===== src/dcmr_pkg.sv =====
// ----------------------------------------------------------------------------
// DC motor ramp controller package
// Widths and codes shared by the controller and its serial divider.
// ----------------------------------------------------------------------------
package dcmr_pkg;

   localparam int PWR_W   = 10;  // power in 0.1 percent units
   localparam int TOT_W   = 20;  // step counter, wide enough for relative ramps
   localparam int DIV_N_W = 32;  // dividend width of the serial divider
   localparam int DIV_D_W = 21;  // divisor width of the serial divider
   localparam int CNT_W   = 6;   // divider iteration counter

   localparam logic [2:0] ACT_TICK    = 3'd0;
   localparam logic [2:0] ACT_RAMP    = 3'd1;
   localparam logic [2:0] ACT_CURRENT = 3'd2;
   localparam logic [2:0] ACT_SWITCH  = 3'd3;
   localparam logic [2:0] ACT_STOP    = 3'd4;

   localparam logic [1:0] DIR_OFF = 2'b00;
   localparam logic [1:0] DIR_FWD = 2'b01;
   localparam logic [1:0] DIR_REV = 2'b11;

   localparam logic [1:0] CAUSE_NONE    = 2'd0;
   localparam logic [1:0] CAUSE_SWITCH  = 2'd1;
   localparam logic [1:0] CAUSE_OVERCUR = 2'd2;

   localparam logic [1:0] EV_NONE     = 2'd0;
   localparam logic [1:0] EV_FINISHED = 2'd1;
   localparam logic [1:0] EV_AUTOSTOP = 2'd2;

   localparam logic [2:0] CSR_SCALE    = 3'd0;
   localparam logic [2:0] CSR_OFFSET   = 3'd1;
   localparam logic [2:0] CSR_STOPCUR  = 3'd2;
   localparam logic [2:0] CSR_MAXCUR   = 3'd3;
   localparam logic [2:0] CSR_HOLDOFF  = 3'd4;
   localparam logic [2:0] CSR_POS_PRES = 3'd5;
   localparam logic [2:0] CSR_NEG_PRES = 3'd6;

endpackage


===== src/dcmr_serial_div.sv =====
// ----------------------------------------------------------------------------
// Serial divider
// Restoring division, one quotient bit per cycle through a shift register.
// ----------------------------------------------------------------------------
module dcmr_serial_div
   import dcmr_pkg::*;
(
   input  logic               clock,
   input  logic               reset,
   input  logic               start,
   input  logic [DIV_N_W-1:0] numer,
   input  logic [DIV_D_W-1:0] denom,
   output logic               done,
   output logic [DIV_N_W-1:0] quot
);

   logic [DIV_N_W-1:0] q_ff, q_in;
   logic [DIV_D_W:0]   rem_ff, rem_in;
   logic [DIV_D_W-1:0] den_ff, den_in;
   logic [CNT_W-1:0]   cnt_ff, cnt_in;
   logic               busy_ff, busy_in;
   logic               done_ff, done_in;
   logic [DIV_D_W:0]   rem_sh;
   logic               ge;

   always_comb begin
      rem_sh  = {rem_ff[DIV_D_W-1:0], q_ff[DIV_N_W-1]};
      ge      = rem_sh >= {1'b0, den_ff};
      q_in    = q_ff;
      rem_in  = rem_ff;
      den_in  = den_ff;
      cnt_in  = cnt_ff;
      busy_in = busy_ff;
      done_in = 1'b0;
      if (start) begin
         q_in    = numer;
         rem_in  = '0;
         den_in  = denom;
         cnt_in  = CNT_W'(DIV_N_W);
         busy_in = 1'b1;
      end else if (busy_ff) begin
         rem_in = ge ? rem_sh - {1'b0, den_ff} : rem_sh;
         q_in   = {q_ff[DIV_N_W-2:0], ge};
         cnt_in = cnt_ff - 1'b1;
         if (cnt_ff == CNT_W'(1)) begin
            busy_in = 1'b0;
            done_in = 1'b1;
         end
      end
   end

   always_ff @(posedge clock) begin
      q_ff   <= q_in;
      rem_ff <= rem_in;
      den_ff <= den_in;
      cnt_ff <= cnt_in;
      if (reset) begin
         busy_ff <= 1'b0;
         done_ff <= 1'b0;
      end else begin
         busy_ff <= busy_in;
         done_ff <= done_in;
      end
   end

   assign done = done_ff;
   assign quot = q_ff;

endmodule


===== src/dc_motor_ramp_controller.sv =====
// ----------------------------------------------------------------------------
// DC motor ramp controller
// Soft-start ramps, reversal, end switch and overcurrent stops for a DC motor.
// ----------------------------------------------------------------------------
// A transaction that needs no ramp arithmetic goes through EXEC and FIN; a
// ramp step runs the serial divider once and a new relative ramp twice.
// One transaction is taken at a time; the next is taken once the result has
// been registered. Reset is synchronous and restores the state, settings
// and motor registers; the latched request, working and result data
// registers are not reset.
module dc_motor_ramp_controller
   import dcmr_pkg::*;
#(
   parameter int FULL_POWER = 1000
)
(
   input  logic        clock,
   input  logic        reset,
   input  logic        req_valid,
   output logic        req_ready,
   input  logic [2:0]  req_action,
   input  logic [9:0]  req_target_power,
   input  logic signed [1:0] req_target_direction,
   input  logic [15:0] req_ramp_ticks,
   input  logic        req_ramp_relative,
   input  logic signed [11:0] req_current_sample,
   input  logic        req_switch_is_positive,
   input  logic        req_switch_level,
   output logic        rsp_valid,
   input  logic        rsp_ready,
   output logic [15:0] rsp_pwm_value,
   output logic signed [1:0] rsp_drive_direction,
   output logic [9:0]  rsp_present_power,
   output logic        rsp_ramp_busy,
   output logic [1:0]  rsp_stop_cause,
   output logic [1:0]  rsp_status_event,
   input  logic        csr_we,
   input  logic [2:0]  csr_index,
   input  logic [15:0] csr_wdata
);

   // Sequencer states. EXEC carries out the transaction itself; RAMPTO and
   // BEGIN set up a new ramp; the GO and WAIT states run the divider for the
   // relative step count and for each step's power; APPLY drives the step.
   localparam logic [3:0] S_IDLE    = 4'd0;
   localparam logic [3:0] S_EXEC    = 4'd1;
   localparam logic [3:0] S_RAMPTO  = 4'd2;
   localparam logic [3:0] S_BEGIN   = 4'd3;
   localparam logic [3:0] S_TOTGO   = 4'd4;
   localparam logic [3:0] S_TOTWAIT = 4'd5;
   localparam logic [3:0] S_MUL     = 4'd6;
   localparam logic [3:0] S_STPGO   = 4'd7;
   localparam logic [3:0] S_STPWAIT = 4'd8;
   localparam logic [3:0] S_APPLY   = 4'd9;
   localparam logic [3:0] S_FIN     = 4'd10;

   localparam logic [PWR_W-1:0] FULL_P = PWR_W'(FULL_POWER);

   logic [3:0] state_ff, state_in;

   // Latched transaction
   logic [2:0]  act_ff, act_in;
   logic [9:0]  tp_ff, tp_in;
   logic [1:0]  tdir_ff, tdir_in;
   logic [15:0] tticks_ff, tticks_in;
   logic        trel_ff, trel_in;
   logic [11:0] cur_ff, cur_in;
   logic        swpos_ff, swpos_in;
   logic        swlvl_ff, swlvl_in;

   // Configuration
   logic [15:0] scale_ff, scale_in;
   logic [15:0] offset_ff, offset_in;
   logic [11:0] stopcur_ff, stopcur_in;
   logic [11:0] maxcur_ff, maxcur_in;
   logic [15:0] holdoff_ff, holdoff_in;
   logic        pospres_ff, pospres_in;
   logic        negpres_ff, negpres_in;

   // Motor state
   logic [PWR_W-1:0] power_ff, power_in;
   logic [1:0]       dir_ff, dir_in;
   logic [PWR_W-1:0] start_ff, start_in;
   logic [PWR_W-1:0] target_ff, target_in;
   logic [TOT_W-1:0] idx_ff, idx_in;
   logic [TOT_W-1:0] total_ff, total_in;
   logic             running_ff, running_in;
   logic             rev_ff, rev_in;
   logic [PWR_W-1:0] pend_p_ff, pend_p_in;
   logic [1:0]       pend_dir_ff, pend_dir_in;
   logic [15:0]      pend_ticks_ff, pend_ticks_in;
   logic             pend_rel_ff, pend_rel_in;
   logic [31:0]      tick_ff, tick_in;
   logic [31:0]      mon_ff, mon_in;
   logic             poslvl_ff, poslvl_in;
   logic             neglvl_ff, neglvl_in;
   logic [1:0]       cause_ff, cause_in;
   logic [1:0]       ev_ff, ev_in;

   // Ramp set-up working registers
   logic [PWR_W-1:0]   rt_p_ff, rt_p_in;
   logic [1:0]         rt_dir_ff, rt_dir_in;
   logic [15:0]        rt_ticks_ff, rt_ticks_in;
   logic               rt_rel_ff, rt_rel_in;
   logic [PWR_W-1:0]   bp_p_ff, bp_p_in;
   logic [15:0]        bp_ticks_ff, bp_ticks_in;
   logic               bp_rel_ff, bp_rel_in;
   logic [DIV_N_W-1:0] prod_ff, prod_in;
   logic [PWR_W-1:0]   sp_ff, sp_in;

   // Result register
   logic        rsp_valid_ff, rsp_valid_in;
   logic [15:0] o_pwm_ff, o_pwm_in;
   logic [1:0]  o_dir_ff, o_dir_in;
   logic [9:0]  o_pwr_ff, o_pwr_in;
   logic        o_busy_ff, o_busy_in;
   logic [1:0]  o_cause_ff, o_cause_in;
   logic [1:0]  o_ev_ff, o_ev_in;

   // Divider connection
   logic               div_start;
   logic [DIV_N_W-1:0] div_num;
   logic [DIV_D_W-1:0] div_den;
   logic               div_done;
   logic [DIV_N_W-1:0] div_quot;

   // Helpers
   logic [PWR_W-1:0] ap_p;
   logic [31:0]      ap_tick;
   logic             ap_stop;
   logic             do_apply;
   logic [PWR_W-1:0] mag_b, mag_s, part;
   logic [11:0]      cur_abs;
   logic [31:0]      since;
   logic [1:0]       in_dir;
   logic [25:0]      pwm_prod;
   logic [18:0]      pwm_sum;

   dcmr_serial_div u_div (
      .clock (clock),
      .reset (reset),
      .start (div_start),
      .numer (div_num),
      .denom (div_den),
      .done  (div_done),
      .quot  (div_quot)
   );

   assign div_start = (state_ff == S_TOTGO) || (state_ff == S_STPGO);
   assign div_num   = prod_ff;
   assign div_den   = (state_ff == S_STPGO) ? {total_ff, 1'b0} : DIV_D_W'(FULL_POWER);

   assign req_ready = (state_ff == S_IDLE);

   always_comb begin
      // Shared pieces of arithmetic
      ap_p     = (state_ff == S_APPLY) ? sp_ff : target_ff;
      ap_tick  = (state_ff == S_EXEC) ? tick_ff + 32'd1 : tick_ff;
      ap_stop  = (ap_p != '0) &&
                 (((dir_ff == DIR_REV) && negpres_ff && neglvl_ff) ||
                  ((dir_ff == DIR_FWD) && pospres_ff && poslvl_ff));
      mag_b    = (bp_p_ff >= power_ff) ? bp_p_ff - power_ff : power_ff - bp_p_ff;
      mag_s    = (target_ff >= start_ff) ? target_ff - start_ff : start_ff - target_ff;
      part     = div_quot[PWR_W-1:0];
      cur_abs  = cur_ff[11] ? (~cur_ff + 12'd1) : cur_ff;
      since    = tick_ff - mon_ff;
      in_dir   = (tdir_ff == DIR_OFF) ? DIR_OFF : ((tdir_ff == DIR_FWD) ? DIR_FWD : DIR_REV);
      pwm_prod = (26'(power_ff) * 26'(scale_ff)) + 26'd128;
      pwm_sum  = 19'(offset_ff) + 19'(pwm_prod[25:8]);
      do_apply = 1'b0;

      state_in      = state_ff;
      act_in        = act_ff;
      tp_in         = tp_ff;
      tdir_in       = tdir_ff;
      tticks_in     = tticks_ff;
      trel_in       = trel_ff;
      cur_in        = cur_ff;
      swpos_in      = swpos_ff;
      swlvl_in      = swlvl_ff;
      scale_in      = scale_ff;
      offset_in     = offset_ff;
      stopcur_in    = stopcur_ff;
      maxcur_in     = maxcur_ff;
      holdoff_in    = holdoff_ff;
      pospres_in    = pospres_ff;
      negpres_in    = negpres_ff;
      power_in      = power_ff;
      dir_in        = dir_ff;
      start_in      = start_ff;
      target_in     = target_ff;
      idx_in        = idx_ff;
      total_in      = total_ff;
      running_in    = running_ff;
      rev_in        = rev_ff;
      pend_p_in     = pend_p_ff;
      pend_dir_in   = pend_dir_ff;
      pend_ticks_in = pend_ticks_ff;
      pend_rel_in   = pend_rel_ff;
      tick_in       = tick_ff;
      mon_in        = mon_ff;
      poslvl_in     = poslvl_ff;
      neglvl_in     = neglvl_ff;
      cause_in      = cause_ff;
      ev_in         = ev_ff;
      rt_p_in       = rt_p_ff;
      rt_dir_in     = rt_dir_ff;
      rt_ticks_in   = rt_ticks_ff;
      rt_rel_in     = rt_rel_ff;
      bp_p_in       = bp_p_ff;
      bp_ticks_in   = bp_ticks_ff;
      bp_rel_in     = bp_rel_ff;
      prod_in       = prod_ff;
      sp_in         = sp_ff;
      rsp_valid_in  = rsp_valid_ff && !rsp_ready;
      o_pwm_in      = o_pwm_ff;
      o_dir_in      = o_dir_ff;
      o_pwr_in      = o_pwr_ff;
      o_busy_in     = o_busy_ff;
      o_cause_in    = o_cause_ff;
      o_ev_in       = o_ev_ff;

      if (csr_we) begin
         unique case (csr_index)
            CSR_SCALE:    scale_in   = csr_wdata;
            CSR_OFFSET:   offset_in  = csr_wdata;
            CSR_STOPCUR:  stopcur_in = csr_wdata[11:0];
            CSR_MAXCUR:   maxcur_in  = csr_wdata[11:0];
            CSR_HOLDOFF:  holdoff_in = csr_wdata;
            CSR_POS_PRES: pospres_in = csr_wdata[0];
            CSR_NEG_PRES: negpres_in = csr_wdata[0];
            default: ;
         endcase
      end

      unique case (state_ff)
         S_IDLE: begin
            if (req_valid) begin
               act_in    = req_action;
               tp_in     = req_target_power;
               tdir_in   = req_target_direction;
               tticks_in = req_ramp_ticks;
               trel_in   = req_ramp_relative;
               cur_in    = req_current_sample;
               swpos_in  = req_switch_is_positive;
               swlvl_in  = req_switch_level;
               ev_in     = EV_NONE;
               state_in  = S_EXEC;
            end
         end
         S_EXEC: begin
            state_in = S_FIN;
            case (act_ff)
               ACT_TICK: begin
                  tick_in = tick_ff + 32'd1;
                  if (running_ff) begin
                     if (idx_ff >= total_ff) begin
                        // Last step: land exactly on the target.
                        do_apply = 1'b1;
                        if (!ap_stop) begin
                           running_in = 1'b0;
                           cause_in   = CAUSE_NONE;
                           if (rev_ff) begin
                              rev_in      = 1'b0;
                              rt_p_in     = pend_p_ff;
                              rt_dir_in   = pend_dir_ff;
                              rt_ticks_in = pend_ticks_ff;
                              rt_rel_in   = pend_rel_ff;
                              state_in    = S_RAMPTO;
                           end else begin
                              ev_in = EV_FINISHED;
                           end
                        end
                     end else begin
                        idx_in   = idx_ff + 1'b1;
                        state_in = S_MUL;
                     end
                  end
               end
               ACT_RAMP: begin
                  rt_p_in     = tp_ff;
                  rt_dir_in   = in_dir;
                  rt_ticks_in = tticks_ff;
                  rt_rel_in   = trel_ff;
                  state_in    = S_RAMPTO;
               end
               ACT_CURRENT: begin
                  if ((stopcur_ff != '0) && (power_ff != '0)) begin
                     if (((cur_abs >= stopcur_ff) && !since[31]) ||
                         ((maxcur_ff != '0) && (cur_abs >= maxcur_ff))) begin
                        running_in = 1'b0;
                        rev_in     = 1'b0;
                        power_in   = '0;
                        dir_in     = DIR_OFF;
                        cause_in   = CAUSE_OVERCUR;
                        ev_in      = EV_AUTOSTOP;
                     end
                  end
               end
               ACT_SWITCH: begin
                  if (swpos_ff) begin
                     poslvl_in = swlvl_ff;
                  end else begin
                     neglvl_in = swlvl_ff;
                  end
                  if (swlvl_ff && (swpos_ff ? pospres_ff : negpres_ff)) begin
                     running_in = 1'b0;
                     rev_in     = 1'b0;
                     power_in   = '0;
                     dir_in     = DIR_OFF;
                     cause_in   = CAUSE_SWITCH;
                     ev_in      = EV_AUTOSTOP;
                  end
               end
               ACT_STOP: begin
                  running_in = 1'b0;
                  rev_in     = 1'b0;
                  power_in   = '0;
                  dir_in     = DIR_OFF;
               end
               default: ;
            endcase
         end
         S_RAMPTO: begin
            cause_in   = CAUSE_NONE;
            running_in = 1'b0;
            rev_in     = 1'b0;
            bp_rel_in  = rt_rel_ff;
            if ((rt_dir_ff != dir_ff) && (power_ff != '0)) begin
               // Reversal: ramp down first, then up from the pending command.
               pend_p_in     = rt_p_ff;
               pend_dir_in   = rt_dir_ff;
               pend_ticks_in = rt_rel_ff ? rt_ticks_ff : (rt_ticks_ff >> 1);
               pend_rel_in   = rt_rel_ff;
               rev_in        = 1'b1;
               bp_p_in       = '0;
               bp_ticks_in   = rt_rel_ff ? rt_ticks_ff : (rt_ticks_ff >> 1);
            end else begin
               dir_in      = rt_dir_ff;
               bp_p_in     = (32'(rt_p_ff) > FULL_POWER) ? FULL_P : rt_p_ff;
               bp_ticks_in = rt_ticks_ff;
            end
            state_in = S_BEGIN;
         end
         S_BEGIN: begin
            start_in   = power_ff;
            target_in  = bp_p_ff;
            idx_in     = TOT_W'(1);
            running_in = 1'b1;
            prod_in    = 32'(mag_b) * 32'(bp_ticks_ff);
            if (bp_rel_ff) begin
               state_in = S_TOTGO;
            end else begin
               total_in = TOT_W'(bp_ticks_ff) + 1'b1;
               state_in = S_MUL;
            end
         end
         S_TOTGO: begin
            state_in = S_TOTWAIT;
         end
         S_TOTWAIT: begin
            if (div_done) begin
               total_in = div_quot[TOT_W-1:0] + 1'b1;
               state_in = S_MUL;
            end
         end
         S_MUL: begin
            // Rounded step: (2 * mag * idx + total) / (2 * total)
            prod_in  = ((32'(mag_s) * 32'(idx_ff)) << 1) + 32'(total_ff);
            state_in = S_STPGO;
         end
         S_STPGO: begin
            state_in = S_STPWAIT;
         end
         S_STPWAIT: begin
            if (div_done) begin
               sp_in    = (target_ff >= start_ff) ? start_ff + part : start_ff - part;
               state_in = S_APPLY;
            end
         end
         S_APPLY: begin
            do_apply = 1'b1;
            state_in = S_FIN;
         end
         S_FIN: begin
            if (!rsp_valid_ff || rsp_ready) begin
               rsp_valid_in = 1'b1;
               if (power_ff == '0) begin
                  o_pwm_in = '0;
               end else begin
                  o_pwm_in = (pwm_sum[18:16] != 3'd0) ? 16'hFFFF : pwm_sum[15:0];
               end
               o_dir_in   = dir_ff;
               o_pwr_in   = power_ff;
               o_busy_in  = running_ff;
               o_cause_in = cause_ff;
               o_ev_in    = ev_ff;
               state_in   = S_IDLE;
            end
         end
         default: state_in = S_IDLE;
      endcase

      // Driving a power level, with the end switch check toward the
      // present direction and the start of the current holdoff window.
      if (do_apply) begin
         if (ap_p == '0) begin
            power_in = '0;
            dir_in   = DIR_OFF;
         end else if (ap_stop) begin
            running_in = 1'b0;
            rev_in     = 1'b0;
            power_in   = '0;
            dir_in     = DIR_OFF;
            cause_in   = CAUSE_SWITCH;
            ev_in      = EV_AUTOSTOP;
            state_in   = S_FIN;
         end else begin
            if ((stopcur_ff != '0) && (dir_ff != DIR_OFF) && (power_ff == '0)) begin
               mon_in = ap_tick + 32'(holdoff_ff);
            end
            power_in = ap_p;
         end
      end
   end

   always_ff @(posedge clock) begin
      act_ff      <= act_in;
      tp_ff       <= tp_in;
      tdir_ff     <= tdir_in;
      tticks_ff   <= tticks_in;
      trel_ff     <= trel_in;
      cur_ff      <= cur_in;
      swpos_ff    <= swpos_in;
      swlvl_ff    <= swlvl_in;
      rt_p_ff     <= rt_p_in;
      rt_dir_ff   <= rt_dir_in;
      rt_ticks_ff <= rt_ticks_in;
      rt_rel_ff   <= rt_rel_in;
      bp_p_ff     <= bp_p_in;
      bp_ticks_ff <= bp_ticks_in;
      bp_rel_ff   <= bp_rel_in;
      prod_ff     <= prod_in;
      sp_ff       <= sp_in;
      o_pwm_ff    <= o_pwm_in;
      o_dir_ff    <= o_dir_in;
      o_pwr_ff    <= o_pwr_in;
      o_busy_ff   <= o_busy_in;
      o_cause_ff  <= o_cause_in;
      o_ev_ff     <= o_ev_in;
      if (reset) begin
         state_ff      <= S_IDLE;
         scale_ff      <= 16'd256;
         offset_ff     <= '0;
         stopcur_ff    <= '0;
         maxcur_ff     <= '0;
         holdoff_ff    <= '0;
         pospres_ff    <= 1'b0;
         negpres_ff    <= 1'b0;
         power_ff      <= '0;
         dir_ff        <= DIR_OFF;
         start_ff      <= '0;
         target_ff     <= '0;
         idx_ff        <= '0;
         total_ff      <= TOT_W'(1);
         running_ff    <= 1'b0;
         rev_ff        <= 1'b0;
         pend_p_ff     <= '0;
         pend_dir_ff   <= DIR_OFF;
         pend_ticks_ff <= '0;
         pend_rel_ff   <= 1'b0;
         tick_ff       <= '0;
         mon_ff        <= '0;
         poslvl_ff     <= 1'b0;
         neglvl_ff     <= 1'b0;
         cause_ff      <= CAUSE_NONE;
         ev_ff         <= EV_NONE;
         rsp_valid_ff  <= 1'b0;
      end else begin
         state_ff      <= state_in;
         scale_ff      <= scale_in;
         offset_ff     <= offset_in;
         stopcur_ff    <= stopcur_in;
         maxcur_ff     <= maxcur_in;
         holdoff_ff    <= holdoff_in;
         pospres_ff    <= pospres_in;
         negpres_ff    <= negpres_in;
         power_ff      <= power_in;
         dir_ff        <= dir_in;
         start_ff      <= start_in;
         target_ff     <= target_in;
         idx_ff        <= idx_in;
         total_ff      <= total_in;
         running_ff    <= running_in;
         rev_ff        <= rev_in;
         pend_p_ff     <= pend_p_in;
         pend_dir_ff   <= pend_dir_in;
         pend_ticks_ff <= pend_ticks_in;
         pend_rel_ff   <= pend_rel_in;
         tick_ff       <= tick_in;
         mon_ff        <= mon_in;
         poslvl_ff     <= poslvl_in;
         neglvl_ff     <= neglvl_in;
         cause_ff      <= cause_in;
         ev_ff         <= ev_in;
         rsp_valid_ff  <= rsp_valid_in;
      end
   end

   assign rsp_valid           = rsp_valid_ff;
   assign rsp_pwm_value       = o_pwm_ff;
   assign rsp_drive_direction = o_dir_ff;
   assign rsp_present_power   = o_pwr_ff;
   assign rsp_ramp_busy       = o_busy_ff;
   assign rsp_stop_cause      = o_cause_ff;
   assign rsp_status_event    = o_ev_ff;

endmodule


===== config.mk =====
export PLATFORM = sky130hd
export DESIGN_NAME = dc_motor_ramp_controller
export DESIGN_NICKNAME = d
export VERILOG_FILES = /design/src/dcmr_pkg.sv /design/src/dcmr_serial_div.sv /design/src/dc_motor_ramp_controller.sv
export SDC_FILE = /design/constraint.sdc
export NUM_CORES = 2
export LEC_CHECK = 0
export BUFFER_PORTS_ARGS = -buffer_cell sky130_fd_sc_hd__buf_2
export CORE_AREA = 2 2 333 335
export CTS_CLUSTER_DIAMETER = 40
export DETAILED_ROUTE_END_ITERATION = 16
export DIE_AREA = 0 0 335 337
export SYNTH_ARGS = -nofsm -noshare
export SYNTH_HDL_FRONTEND = slang
export SYNTH_SLANG_ARGS = --single-unit

===== constraint.sdc =====
create_clock -name clock -period 13.25 [get_ports clock]
set_input_delay 1.325 -clock clock [delete_from_list [all_inputs] [get_ports clock]]
set_output_delay 1.325 -clock clock [all_outputs]
set_load 0.01 [all_outputs]

* Yosys cells after proc, flatten, opt, wreduce, memory -nomap -nowiden
Cells that the tools add are included.
** Operators by class
- Add/subtract/negate cells :: 18
- Multiply operators :: 3
- Divide/modulo/power cells :: 0
- Order comparisons :: 7
- Equal/unequal tests :: 37
- Shifts and indexed selects :: 0
- Multiplexer cells :: 132
- Bitwise operators :: 5
- Reduce and logical (&&, ||, !) cells :: 60
** Operator list (count)
- $mux W10 :: 16
- $mux W16 :: 7
- $mux W20 :: 5
- $mux W32 :: 3
- $pmux W20 S2 :: 2
- $mux W2 :: 34
- $pmux W32 S2 :: 1
- $mul A10 B16 Y26 :: 2
- $sub A10 B10 Y10 :: 5
- $mux W4 :: 11
- $pmux W4 S11 :: 1
- $add A20 B1 Y20 const B :: 2
- $mux W1 :: 33
- $add A31 B20 Y32 :: 1
- $add A32 B1 Y32 const B :: 1
- $add A32 B16 Y32 :: 1
- $pmux W16 S2 :: 1
- $sub A32 B32 Y32 :: 1
- $mul A10 B20 Y30 :: 1
- $pmux W10 S3 :: 1
- $add A26 B8 Y26 const B :: 1
- $ge A12 B12 Y1 :: 2
- $reduce_and A2 Y1 :: 12
- $reduce_bool A12 Y1 :: 2
- 52 further kinds :: 116
** Word-level totals
- Register bits after elaboration :: 511
- Latch bits :: 0
- RAM bits :: 0
- Memory bits (read-only) :: 0
- Input bits :: 70
- Output and inout bits :: 35
- Word-level logic and storage cells :: 320
- Memories kept :: 0

* Longest topological paths before layout
- Depth in word-level cells :: 13
- Gate-level depth with buffers :: 44

* Cells and area by module
A second synthesis with hierarchy kept.
** Second synthesis, totals
- Cell total of the unflattened synthesis :: 5113
- Area total of the unflattened synthesis :: 45732.6 µm²
** Modules (own cells, without submodules)
- dc_motor_ramp_controller :: instances 1, cells an instance 4702, area an instance 41368.4 µm², seq. area each 10359.9 µm²
- dcmr_serial_div :: instances 1, cells an instance 411, area an instance 4364.2 µm², seq. area each 2172.1 µm²

* Least setup slack after synthesis
OpenSTA, ideal clock, no wires.
- Path kind :: flip-flop to flip-flop
- From :: register start_ff[1]
- To :: register prod_ff[30], in the netlist div_num[30], data pin
- Setup time :: 0.269 ns
- Arrival time :: 9.229 ns
- Setup slack :: 3.752 ns
- Stages on the path, launching flop included :: 41
- Clock period less this slack :: 9.498 ns
- Cells stage by stage :: dfxtp_1 -> inv_1 -> fa_1 -> a21o_1 -> a221oi_1 -> a21oi_1 -> o41a_1 -> clkbuf_1 -> clkbuf_1 -> a211oi_1 -> a21oi_1 -> a21oi_1 -> o211ai_1 -> xor2_1 -> clkbuf_1 -> nand2_1 -> fa_1 -> fa_1 -> [... 5 more ...] -> inv_1 -> ha_1 -> clkbuf_1 -> a21oi_1 -> o21ai_0 -> or3_1 -> o21bai_1 -> nand2_1 -> xor2_1 -> ha_1 -> or2_2 -> a21oi_1 -> a31oi_1 -> a31oi_1 -> nor3b_1 -> nand4b_1 -> nor3_1 -> nor3_1
** On the way
- Cells in the longest elaborated chain, start to end :: 5
** RTL lines
- from (decl) :: line dc_motor_ramp_controller.sv:83 : logic [PWR_W-1:0] start_ff, start_in;
- from (signal assigned) :: line dc_motor_ramp_controller.sv:490 : start_ff <= start_in;
- $sub A10 B10 Y10 / $ge A10 B10 Y1 (equally long branches) :: line dc_motor_ramp_controller.sv:163 : mag_s = (target_ff >= start_ff) ? target_ff - start_ff : start_ff - target_ff;
- $mux W10 * :: line dc_motor_ramp_controller.sv:163
- $mul A10 B20 Y30 * :: line dc_motor_ramp_controller.sv:369 : prod_in = ((32'(mag_s) * 32'(idx_ff)) << 1) + 32'(total_ff);
- $add A31 B20 Y32 * :: line dc_motor_ramp_controller.sv:369
- $pmux W32 S2 * :: line dc_motor_ramp_controller.sv:236 : unique case (state_ff)
- to (signal assigned) :: line dc_motor_ramp_controller.sv:443 : prod_ff <= prod_in;
- to (decl) :: line dc_motor_ramp_controller.sv:108 : logic [DIV_N_W-1:0] prod_ff, prod_in;
Every way passes the cells marked *; elsewhere a longest branch is shown, timed or not.
A chain may end at the register's enable or synchronous reset.

* Final worst setup path
Same ends and word-level chain as after synthesis.

==> impl_results.md <==
* Synth Register Bits at between 500 and 600
* Crit. End Element: flip-flop
* Post-CTS Hold Buffers at 0
* Resize count post-CTS at 0
* Critical Path Source Type: flip-flop
* Die ar. at around 110000 um2
* P_leak at around 0.022 uW
* DRT Pass-1 Iters at 6
* Global placement routability congestion at 0.910
* Grt ovf at 0
* Number of enable flip-flop cells after synthesis at about 230
* Final ANT Viol Nets at 0
* Most frequent CP cell: fa_1
* Num CTS Buffers at 92
* Cell area after synthesis at 45500 um2
* Final setup TNS at 0 ns
* First-pass GRT wire length at 195000 um
* Pins Over Slew Limit at 0
* Core ar. at ~110000 um2
* Crit path required time at between 10 and 15 ns
* Via-to-Cell Ratio at between 5 and 6
* Root Driver: clkbuf_16
* Final setup fails at 0
* Layout cell share with drive strength beyond 1 at 0.0838
* Fill count at 10629
* Via Count at between 30000 and 40000
* Largest net degree at the start of global routing at 106
* Max IR drop VDD at 566 uV
* Input/output buffers at 104
* Cells after synthesis at ~5000
* Syn_area_per_cell at between 8 and 9 um2
* Fin area at slightly above 50000 um2
* Worst relative slew slack at 0.133
* Area of the multi-input gates at roughly 30000 um2
* Worst-Skew Late Latency at approximately 0.68 ns
* CTS clock-pin slew for the worst setup and hold paths at ~0.05 ns
* Async set-or-reset flop fraction in the synthesized netlist at 0
* Top_reg_cell synth: dfxtp_1
* YS warnings at 0
* Total power at a little over 10000 uW
* DR iter-0 viols at 2812
* Die height at between 300 and 400 um
* Initial antenna violation count at 0
* Cell variety after synth at 84
* Max_cap viols at 0
* Antenna fix cells at 0
* Chip Width at 335 um
* Layout area overhead at 11.2%
* Post-synthesis sequential area ratio at 0.275
* DP HPWL at ~90000 um
* Register Area at 12500 um2
* Cell Rows at approximately 120
* Fmax at 0.0900 GHz
* Total Routing Usage GR at 0.217
* Post-Route Skew at between 0.04 and 0.05 ns
* Critical path class: reg -> reg
* RSZ-0062 raised after global routing: false
* IO Count at 105
* Tmin final at around 11 ns
* Slew @ Worst Pin at around 1.3 ns
* Hold Path Class: reg -> reg
* Routed len/inst at between 15 and 20 um
* Sink Count at approximately 500
* Fin. Hold Viols at 0
* Clock Path Buffers at 3
* CTS H-tree depth at 3
* Final worst-path cycle share at 0.839
* Vias in the first global route at around 36000
* Placed Area at between 40000 and 50000 um2
* CTS tree: yes
* Final nets at around 6000
* Total Wirelength at around 120000 um
* Initial core utilization at 0.415
* Crit-path max FO at 24
* Post-synthesis net count at 5973
* Max stage delay on crit path at between 0.7 and 0.8 ns
* Post-route DRC at 0
* Power Density at a little over 200 nW/um2
* Outcome: completed
* Worst path slowest cell: xor2_2
* Crit path arrival time at 11.51 ns
* Post-CTS setup buffer count at 0
[routing by layer]
layer,wire length [um],share of wire,vias to the layer above,GRT usage
li1,-,-,17220,-
met5,0,0,-,0
met1,57700,0.47,17518,0.310
met3,7300,0.060,187,0.0365
met2,54200,0.44,934,0.337
met4,3150,0.026,0,0.0656
[cells in the final DEF, fill, tap and decap left out, types with 89 or more instances in the layout]
cell type	n
fa_1	372
buf_2	103
xor2_1	111
a21oi_1	362
dfxtp_1	281
inv_1	511
nor2_1	275
nand2_1	807
o21ai_0	152
edfxtp_1	229
ha_1	396
nand3_1	104
and2_1	182
nor2b_1	89
clkbuf_16	93
xnor2_1	157
[logic make-up after synthesis]
group	share of synthesized area
AND/OR/NAND/NOR	0.188
AO/OA/AOI/OAI	0.121
adder cells (fa/ha/maj)	0.273
buffers and inverters	0.0635
flip-flops	0.275
XOR/XNOR	0.0522
multiplexers	0.0271
[state kept, by name, indices dropped and copies added, names as in the netlist, 12 cells and up]
register and cells:
bp_ticks_ff 16, cur_ff 12, div_num 32, holdoff_ff 16
idx_ff 20, maxcur_ff 12, mon_ff 32, offset_ff 16
pend_ticks_ff 16, rsp_pwm_value 16, rt_ticks_ff 16, scale_ff 16
stopcur_ff 12, tick_ff 32, total_ff 20, tticks_ff 16
u_div.den_ff 20, u_div.quot 32, u_div.rem_ff 21
[worst max-delay path, delay by kind of cell, from the launching register on]
| kind | cells | cell delay [ns] |
|---|---|---|
| multiplexers | 1 | 0.30 |
| adder cells (fa/ha/maj) | 8 | 3.75 |
| flip-flops | 1 | 0.47 |
| XOR/XNOR | 2 | 0.96 |
| AND/OR/NAND/NOR | 8 | 2.01 |
| AO/OA/AOI/OAI | 13 | 3.11 |
| buffers and inverters | 3 | 0.23 |
[final timing paths]
check,to,slack [ns],from,cells past startpoint
max reg2reg,div_num[30],2.13,start_ff[1],35
min,mon_ff[30],0.45,mon_ff[30],2
min reg2reg,mon_ff[30],0.45,mon_ff[30],2
max,div_num[30],2.13,start_ff[1],35
[metrics by stage]
step	setup WS [ns]	utilization	hold WS [ns]	instances
global placement	2.50	0.432	0.439	6466
global route	1.50	0.461	0.467	6639
CTS	2.27	0.461	0.452	6639
finish	2.13	0.461	0.449	6639
floorplan	3.75	-	0.409	5135
detailed placement	2.30	0.432	0.447	6466
[where the power goes]
part           total, uW  internal, uW  switching [uW]
registers           2130          2020             116
logic               5660          2360            3310
clock network       2460          1560             904
[Yosys cell counts, types with 22 or more instances]
cell      count  area share
o21ai_0     152       0.017
a211oi_1     64       0.011
and3_1       35      0.0048
clkbuf_1    236       0.019
xnor2_1     158       0.030
fa_1        372        0.16
mux2_2       65       0.016
or3_1        26      0.0036
inv_1       513       0.042
nand2_1     807       0.067
nand4_1      44      0.0061
a21o_1       82       0.014
o21bai_1     22      0.0036
nor4_1       24      0.0033
nand2b_1     76       0.010
o21a_1       38      0.0063
nand3_1     105       0.012
nor2_1      278       0.023
xor2_1      113       0.022
nor2b_1      89       0.012
nor3_1       77      0.0085
edfxtp_1    229        0.15
mux2i_1      50       0.011
dfxtp_1     281        0.12
and2_1      183       0.025
ha_1        396        0.11
a21oi_1     362       0.040
[layout make-up]
type | instances | area share
sequential | 510 | 0.247
clock inverter | 65 | 0.0158
clock buffer | 108 | 0.0483
multi-input combinational | 3859 | 0.597
tap | 1426 | 0.0353
inverter | 513 | 0.0381
timing repair buffer | 158 | 0.0184
(Power assumes the default switching activity.)
